[config.mk]
export PLATFORM = sky130hd
export DESIGN_NAME = ack_front
export DESIGN_NICKNAME = d
export VERILOG_FILES = /design/src/hdl/ack_pkg.sv /design/src/hdl/ack_front.sv
export VERILOG_INCLUDE_DIRS = /design/src /design/src/hdl
export SDC_FILE = /design/constraint.sdc
export NUM_CORES = 1
export LEC_CHECK = 0
export ABC_CLOCK_PERIOD_IN_PS = 18050
export BUFFER_PORTS_ARGS = -buffer_cell sky130_fd_sc_hd__buf_2
export CAP_MARGIN = 20
export CORE_MARGIN = 10
export CORE_UTILIZATION = 54
export DETAILED_ROUTE_END_ITERATION = 6
export GPL_TIMING_DRIVEN = 1
export PLACE_DENSITY = 0.88
export SLEW_MARGIN = 20
export SYNTH_ARGS = -nofsm -noshare
export SYNTH_HDL_FRONTEND = slang
export SYNTH_SLANG_ARGS = --single-unit
[constraint.sdc]
create_clock -name clock -period 18.05 [get_ports clock]
set_input_delay 1.805 -clock clock [delete_from_list [all_inputs] [get_ports clock]]
set_output_delay 1.805 -clock clock [all_outputs]
set_load 0.05 [all_outputs]
[src/hdl/aes256_ctr_keystream_unit_assert.svh]
// Assertion macros for the AES-256 counter-mode keystream unit.
// Included by the RTL files that check their own logic; no other dependencies.
`ifndef AES256_CTR_KEYSTREAM_UNIT_ASSERT_SVH
`define AES256_CTR_KEYSTREAM_UNIT_ASSERT_SVH
`ifndef SYNTHESIS
`define ACK_ASSERT(label, clk, rst, prop, msg) \
   label: assert property (@(posedge clk) disable iff (rst) prop) else $error(msg);
`define ACK_ASSERT_NORST(label, clk, prop, msg) \
   label: assert property (@(posedge clk) prop) else $error(msg);
`else
`define ACK_ASSERT(label, clk, rst, prop, msg)
`define ACK_ASSERT_NORST(label, clk, prop, msg)
`endif
`endif

[src/hdl/ack_pkg.sv]
// Package for the AES-256 counter-mode keystream unit: payload types, codes,
// the S-box table and round helper functions. No dependencies.
`timescale 1ns / 1ps
package ack_pkg;

   typedef enum logic [1:0] {
      OP_KEY_LOAD = 2'd0,
      OP_ENCRYPT  = 2'd1,
      OP_CTR_RUN  = 2'd2,
      OP_UNUSED   = 2'd3
   } op_type;

   localparam int unsigned KEY_ROUNDS  = 14;
   localparam int unsigned KEY_ENTRIES = 2 * (KEY_ROUNDS + 1);
   localparam int unsigned KEY_ADDR_W  = 5;
   localparam int unsigned ROUND_W     = 4;

   typedef struct packed {
      logic [1:0]  operation;
      logic [3:0]  key_index;
      logic        key_half;
      logic [63:0] data_hi;
      logic [63:0] data_lo;
      logic [6:0]  block_count;
   } req_type;

   typedef struct packed {
      logic [63:0] block_hi;
      logic [63:0] block_lo;
      logic        last_block;
   } rsp_type;

   localparam logic [7:0] SBOX [256] = '{
      8'h63,8'h7c,8'h77,8'h7b,8'hf2,8'h6b,8'h6f,8'hc5,8'h30,8'h01,8'h67,8'h2b,8'hfe,8'hd7,8'hab,8'h76,
      8'hca,8'h82,8'hc9,8'h7d,8'hfa,8'h59,8'h47,8'hf0,8'had,8'hd4,8'ha2,8'haf,8'h9c,8'ha4,8'h72,8'hc0,
      8'hb7,8'hfd,8'h93,8'h26,8'h36,8'h3f,8'hf7,8'hcc,8'h34,8'ha5,8'he5,8'hf1,8'h71,8'hd8,8'h31,8'h15,
      8'h04,8'hc7,8'h23,8'hc3,8'h18,8'h96,8'h05,8'h9a,8'h07,8'h12,8'h80,8'he2,8'heb,8'h27,8'hb2,8'h75,
      8'h09,8'h83,8'h2c,8'h1a,8'h1b,8'h6e,8'h5a,8'ha0,8'h52,8'h3b,8'hd6,8'hb3,8'h29,8'he3,8'h2f,8'h84,
      8'h53,8'hd1,8'h00,8'hed,8'h20,8'hfc,8'hb1,8'h5b,8'h6a,8'hcb,8'hbe,8'h39,8'h4a,8'h4c,8'h58,8'hcf,
      8'hd0,8'hef,8'haa,8'hfb,8'h43,8'h4d,8'h33,8'h85,8'h45,8'hf9,8'h02,8'h7f,8'h50,8'h3c,8'h9f,8'ha8,
      8'h51,8'ha3,8'h40,8'h8f,8'h92,8'h9d,8'h38,8'hf5,8'hbc,8'hb6,8'hda,8'h21,8'h10,8'hff,8'hf3,8'hd2,
      8'hcd,8'h0c,8'h13,8'hec,8'h5f,8'h97,8'h44,8'h17,8'hc4,8'ha7,8'h7e,8'h3d,8'h64,8'h5d,8'h19,8'h73,
      8'h60,8'h81,8'h4f,8'hdc,8'h22,8'h2a,8'h90,8'h88,8'h46,8'hee,8'hb8,8'h14,8'hde,8'h5e,8'h0b,8'hdb,
      8'he0,8'h32,8'h3a,8'h0a,8'h49,8'h06,8'h24,8'h5c,8'hc2,8'hd3,8'hac,8'h62,8'h91,8'h95,8'he4,8'h79,
      8'he7,8'hc8,8'h37,8'h6d,8'h8d,8'hd5,8'h4e,8'ha9,8'h6c,8'h56,8'hf4,8'hea,8'h65,8'h7a,8'hae,8'h08,
      8'hba,8'h78,8'h25,8'h2e,8'h1c,8'ha6,8'hb4,8'hc6,8'he8,8'hdd,8'h74,8'h1f,8'h4b,8'hbd,8'h8b,8'h8a,
      8'h70,8'h3e,8'hb5,8'h66,8'h48,8'h03,8'hf6,8'h0e,8'h61,8'h35,8'h57,8'hb9,8'h86,8'hc1,8'h1d,8'h9e,
      8'he1,8'hf8,8'h98,8'h11,8'h69,8'hd9,8'h8e,8'h94,8'h9b,8'h1e,8'h87,8'he9,8'hce,8'h55,8'h28,8'hdf,
      8'h8c,8'ha1,8'h89,8'h0d,8'hbf,8'he6,8'h42,8'h68,8'h41,8'h99,8'h2d,8'h0f,8'hb0,8'h54,8'hbb,8'h16
   };

   function automatic logic [7:0] xtime(input logic [7:0] a);
      xtime = {a[6:0], 1'b0} ^ (a[7] ? 8'h1b : 8'h00);
   endfunction

   // Byte i of the state is bits 127-8i down to 120-8i; byte 4c+r is row r of column c.
   function automatic logic [127:0] sub_shift(input logic [127:0] s);
      logic [127:0] t;
      t = '0;
      for (int c = 0; c < 4; c++) begin
         for (int r = 0; r < 4; r++) begin
            t[127 - 8 * (4 * c + r) -: 8] = SBOX[s[127 - 8 * (4 * ((c + r) % 4) + r) -: 8]];
         end
      end
      sub_shift = t;
   endfunction

   function automatic logic [127:0] mix_columns(input logic [127:0] s);
      logic [127:0] t;
      logic [7:0] a0, a1, a2, a3, all;
      t = '0;
      for (int c = 0; c < 4; c++) begin
         a0 = s[127 - 32 * c -: 8];
         a1 = s[119 - 32 * c -: 8];
         a2 = s[111 - 32 * c -: 8];
         a3 = s[103 - 32 * c -: 8];
         all = a0 ^ a1 ^ a2 ^ a3;
         t[127 - 32 * c -: 8] = a0 ^ all ^ xtime(a0 ^ a1);
         t[119 - 32 * c -: 8] = a1 ^ all ^ xtime(a1 ^ a2);
         t[111 - 32 * c -: 8] = a2 ^ all ^ xtime(a2 ^ a3);
         t[103 - 32 * c -: 8] = a3 ^ all ^ xtime(a3 ^ a0);
      end
      mix_columns = t;
   endfunction

endpackage

[src/hdl/ack_front.sv]
// Front end of the keystream unit: accepts transactions, sends key loads into the
// key write path, drops unused codes and queues block jobs. Uses ack_pkg.
`timescale 1ns / 1ps
module ack_front
   import ack_pkg::*;
#(
   parameter int unsigned MAX_RUN = 64,
   parameter int unsigned CNT_W   = 13
) (
   input  logic                  clock,
   input  logic                  reset,
   input  logic                  req_valid,
   output logic                  req_ready,
   input  req_type               req_data,
   output logic                  key_we,
   output logic [KEY_ADDR_W-1:0] key_waddr,
   output logic [63:0]           key_wdata,
   output logic                  job_valid,
   input  logic                  job_ready,
   output logic [127:0]          job_block,
   output logic [CNT_W-1:0]      job_count
);

   localparam int unsigned DEPTH = 2;

   logic [127:0]     blk_ff   [DEPTH];
   logic [CNT_W-1:0] cnt_ff   [DEPTH];
   logic             wr_ff, wr_in, rd_ff, rd_in;
   logic [1:0]       fill_ff, fill_in;
   logic             acc, is_job, pop;
   logic [CNT_W-1:0] sat_cnt;

   // A key load waits until every earlier transaction has left the engine.
   assign req_ready = (fill_ff != 2'(DEPTH)) &&
                      ((req_data.operation != OP_KEY_LOAD) ||
                       ((fill_ff == 2'd0) && job_ready));
   assign acc       = req_valid && req_ready;
   assign sat_cnt   = (32'(req_data.block_count) > MAX_RUN) ? CNT_W'(MAX_RUN)
                                                            : CNT_W'(req_data.block_count);
   assign is_job    = (req_data.operation == OP_ENCRYPT) ||
                      ((req_data.operation == OP_CTR_RUN) && (req_data.block_count != 7'd0));
   assign key_we    = acc && (req_data.operation == OP_KEY_LOAD) &&
                      (32'(req_data.key_index) <= KEY_ROUNDS);
   assign key_waddr = {req_data.key_index, req_data.key_half};
   assign key_wdata = req_data.data_hi;

   assign job_valid = (fill_ff != 2'd0);
   assign job_block = blk_ff[rd_ff];
   assign job_count = cnt_ff[rd_ff];
   assign pop       = job_valid && job_ready;

   always_comb begin
      wr_in   = wr_ff;
      rd_in   = rd_ff;
      fill_in = fill_ff;
      if (acc && is_job) begin
         wr_in   = ~wr_ff;
         fill_in = fill_in + 2'd1;
      end
      if (pop) begin
         rd_in   = ~rd_ff;
         fill_in = fill_in - 2'd1;
      end
   end

   always_ff @(posedge clock) begin
      if (reset) begin
         wr_ff   <= 1'b0;
         rd_ff   <= 1'b0;
         fill_ff <= 2'd0;
      end else begin
         wr_ff   <= wr_in;
         rd_ff   <= rd_in;
         fill_ff <= fill_in;
      end
      if (acc && is_job) begin
         blk_ff[wr_ff] <= {req_data.data_hi, req_data.data_lo};
         cnt_ff[wr_ff] <= (req_data.operation == OP_ENCRYPT) ? CNT_W'(0) : sat_cnt;
      end
   end

`include "aes256_ctr_keystream_unit_assert.svh"
   `ACK_ASSERT(a_fill_bound, clock, reset, fill_ff <= 2'(DEPTH), "queue overfilled")
   `ACK_ASSERT(a_no_push_full, clock, reset, (fill_ff == 2'(DEPTH)) |-> !acc, "push when full")
   `ACK_ASSERT(a_pop_count, clock, reset, (pop && !(acc && is_job)) |=> fill_ff == $past(fill_ff) - 2'd1, "pop count")

endmodule

==> metrics.txt <==
status finished, final reports clean; Worst EP required ~16 ns; via/cell ratio 5.10; distinct cell type count after synthesis 30; DRT Pass-1 Iters 4; async set-or-reset flop fraction in the synthesized netlist 0%; Num CTS Buffers 28; layout cells sized above 1 56.4%; most frequent cell after synthesis edfxtp_1; sequential area share after synthesis 76.6%; clk_lat worst skew around 0.52 ns; Via Count 5771; Synth area leaders edfxtp_1 76%, mux2_2 8.9%, buf_4 5.3%; Critical Path End Type output port; Max Cap Violations 0; core area 19500 µm²; GRT Total Usage between 15 and 20%; reg-to-reg startpoint fill_ff[0]$_SDFF_PP0_; Tmin final about 4.8 ns; #FFs+latches synth 275; Synth Area per Inst 19.6 µm²; met3 WL 2170 µm; initial drt markers 398; final core occ about two thirds; Gate Count Post-Synth between 500 and 600; maximum clock frequency 208 MHz; critical path peak fanout 70; post-CTS sizing 0; vias in the first global route 6153; H-tree levels 1; clk_skew 0.00836 ns; dominant synthesized flop cell edfxtp_1; chip height 161 µm; Lkg Pwr ~5 nW; Post-CTS Setup Repair Bufs 0; antenna viol nets, final 0; relative slew slack 36.3%; first-pass GRT wire length 34700 µm; total grt overflow 0; Chip Width 161 µm; WL final around 24000 µm; Post-synth EDFFs 270; endpoints failing hold 0; Setup Slack @ Placement 13.36 ns; Post-synth top cells 270 x edfxtp_1, 85 x mux2_2, 75 x buf_4; yosys warns 0; Crit Path Class reg -> out; setup_tns 0 ns; Starting Density between 50% and 60%; WP data arrival between 3 and 4 ns; antenna violations before repair 5; PD cells roughly 160 nW/µm²; Die Area 25900 µm²; VDD IR max 0.106 mV; HP Class reg -> reg; HP Start rd_ff$_SDFFE_PP0P_; Slew Limit Fails 0; CTS Buffer Depth 3; clk sinks between 200 and 300; hold path depth 2; CTS root buf clkbuf_16; CTS Hold Bufs 0; met2 wire len 12800 µm; CTS tree done; # IOs 359; P&R area growth vs syn 23.8%; Mapped Area 10700 µm²; RSZ-0062 raised after global routing no; Final Worst Setup Slack 13.24 ns; DRC viols 0; port buffer count 350; RePlAce Congestion 0.775; Setup-failing EPs final 0; HPWL after DPL 16800 µm; area leader, netlist edfxtp_1; largest net degree at the start of global routing 71; post-layout net count 993; depth of the most critical reg-to-reg path 6; startpoint types register; worst slew pin tran ~0.96 ns; clock-pin slew on the worst setup and hold paths 0.06 ns; Core Rows 51; Yosys top cell area share 75.7%; M1 WL 8130 µm; routed length per instance 20.9 µm; Tcrit/Tclk final 26.7%; R2R Path End cnt_ff[1][1]$_DFFE_PP_; uppermost layer routed met5; R2R setup slack 14.50 ns
[cell type report]
type / instances / area [µm²]
multi-input combinational: 182 / 1880
clock buffer: 36 / 792
sequential: 275 / 8210
fill: 1242 / 6200
clock inverter: 14 / 248
inverter: 4 / 15.0
tap: 265 / 332
timing repair buffer: 354 / 1780
antenna: 2 / 5.00
[cells in the final DEF, fill, tap and decap left out, types with 5 or more instances in the layout]
cell type  synthesis  layout
and2_1             7       6
buf_2             14     350
bufinv_16          0       7
clkbuf_16          0      29
conb_1             1       6
edfxtp_1         270     270
mux2_1            50      50
mux2_2            85      85
nor2_1             5       5
xnor2_1            5       5
[worst max-delay path by stage]
stage	startpoint	end	slack, ns	cells after the start
CTS	register	job_block[43]	13.20	3
detailed placement	req_data[141]	blk_ff[1][76]$_DFFE_PP_	13.36	5
finish	register	job_block[43]	13.24	3
global placement	req_data[141]	blk_ff[1][74]$_DFFE_PP_	13.42	5
global route	register	job_block[43]	13.06	3
floorplan	req_data[141]	blk_ff[0][0]$_DFFE_PP_	9.10	3
[flip-flops by register name, indices dropped and copies added, names as in the netlist, named ones only]
name,flops
blk_ff,256
cnt_ff,14
fill_ff,2
rd_ff,1
wr_ff,1
[per-layer routing]
layer | up-vias | global-route usage [%]
met3 | 43 | 6.21
met5 | - | 0
li1 | 2625 | -
met4 | 2 | 5.13
met1 | 2835 | 17.1
met2 | 266 | 31.5
[cell families (layout without fill, tap and decap cells)]
group	Yosys count	count (layout)	synth area share (%)
adder cells (fa/ha/maj)	2	2	0.234
multiplexers	137	137	14.4
flip-flops	275	275	76.6
other	1	8	0.0350
AO/OA/AOI/OAI	4	4	0.350
XOR/XNOR	5	5	0.409
AND/OR/NAND/NOR	28	28	1.87
buffers and inverters	95	408	6.12
[power breakdown]
group	leakage (nW)	total (W)	internal (W)	switching, W
clock network	0.495	0.000632	0.000407	0.000225
registers	2.52	0.000802	0.000768	0.0000342
logic	2.05	0.000694	0.000179	0.000515
[critical path, cell delays in order (launching register included)]
cell,delay [ns]
dfxtp_4,0.88
buf_4,0.84
mux2_2,0.44
buf_2,0.22
[stage by stage]
stage          power, W  area, µm²  cells  hold WS, ns
2_1_floorplan   0.00137      10700    552        0.481
3_3_place_gp    0.00151      12200   1080        0.498
3_5_place_dp    0.00151      12200   1080        0.507
4_1_cts         0.00215      13300   1130        0.522
5_1_grt         0.00220      13300   1130        0.574
6_report        0.00213      13300   1132        0.523
Power figures use the tool's default switching activity.
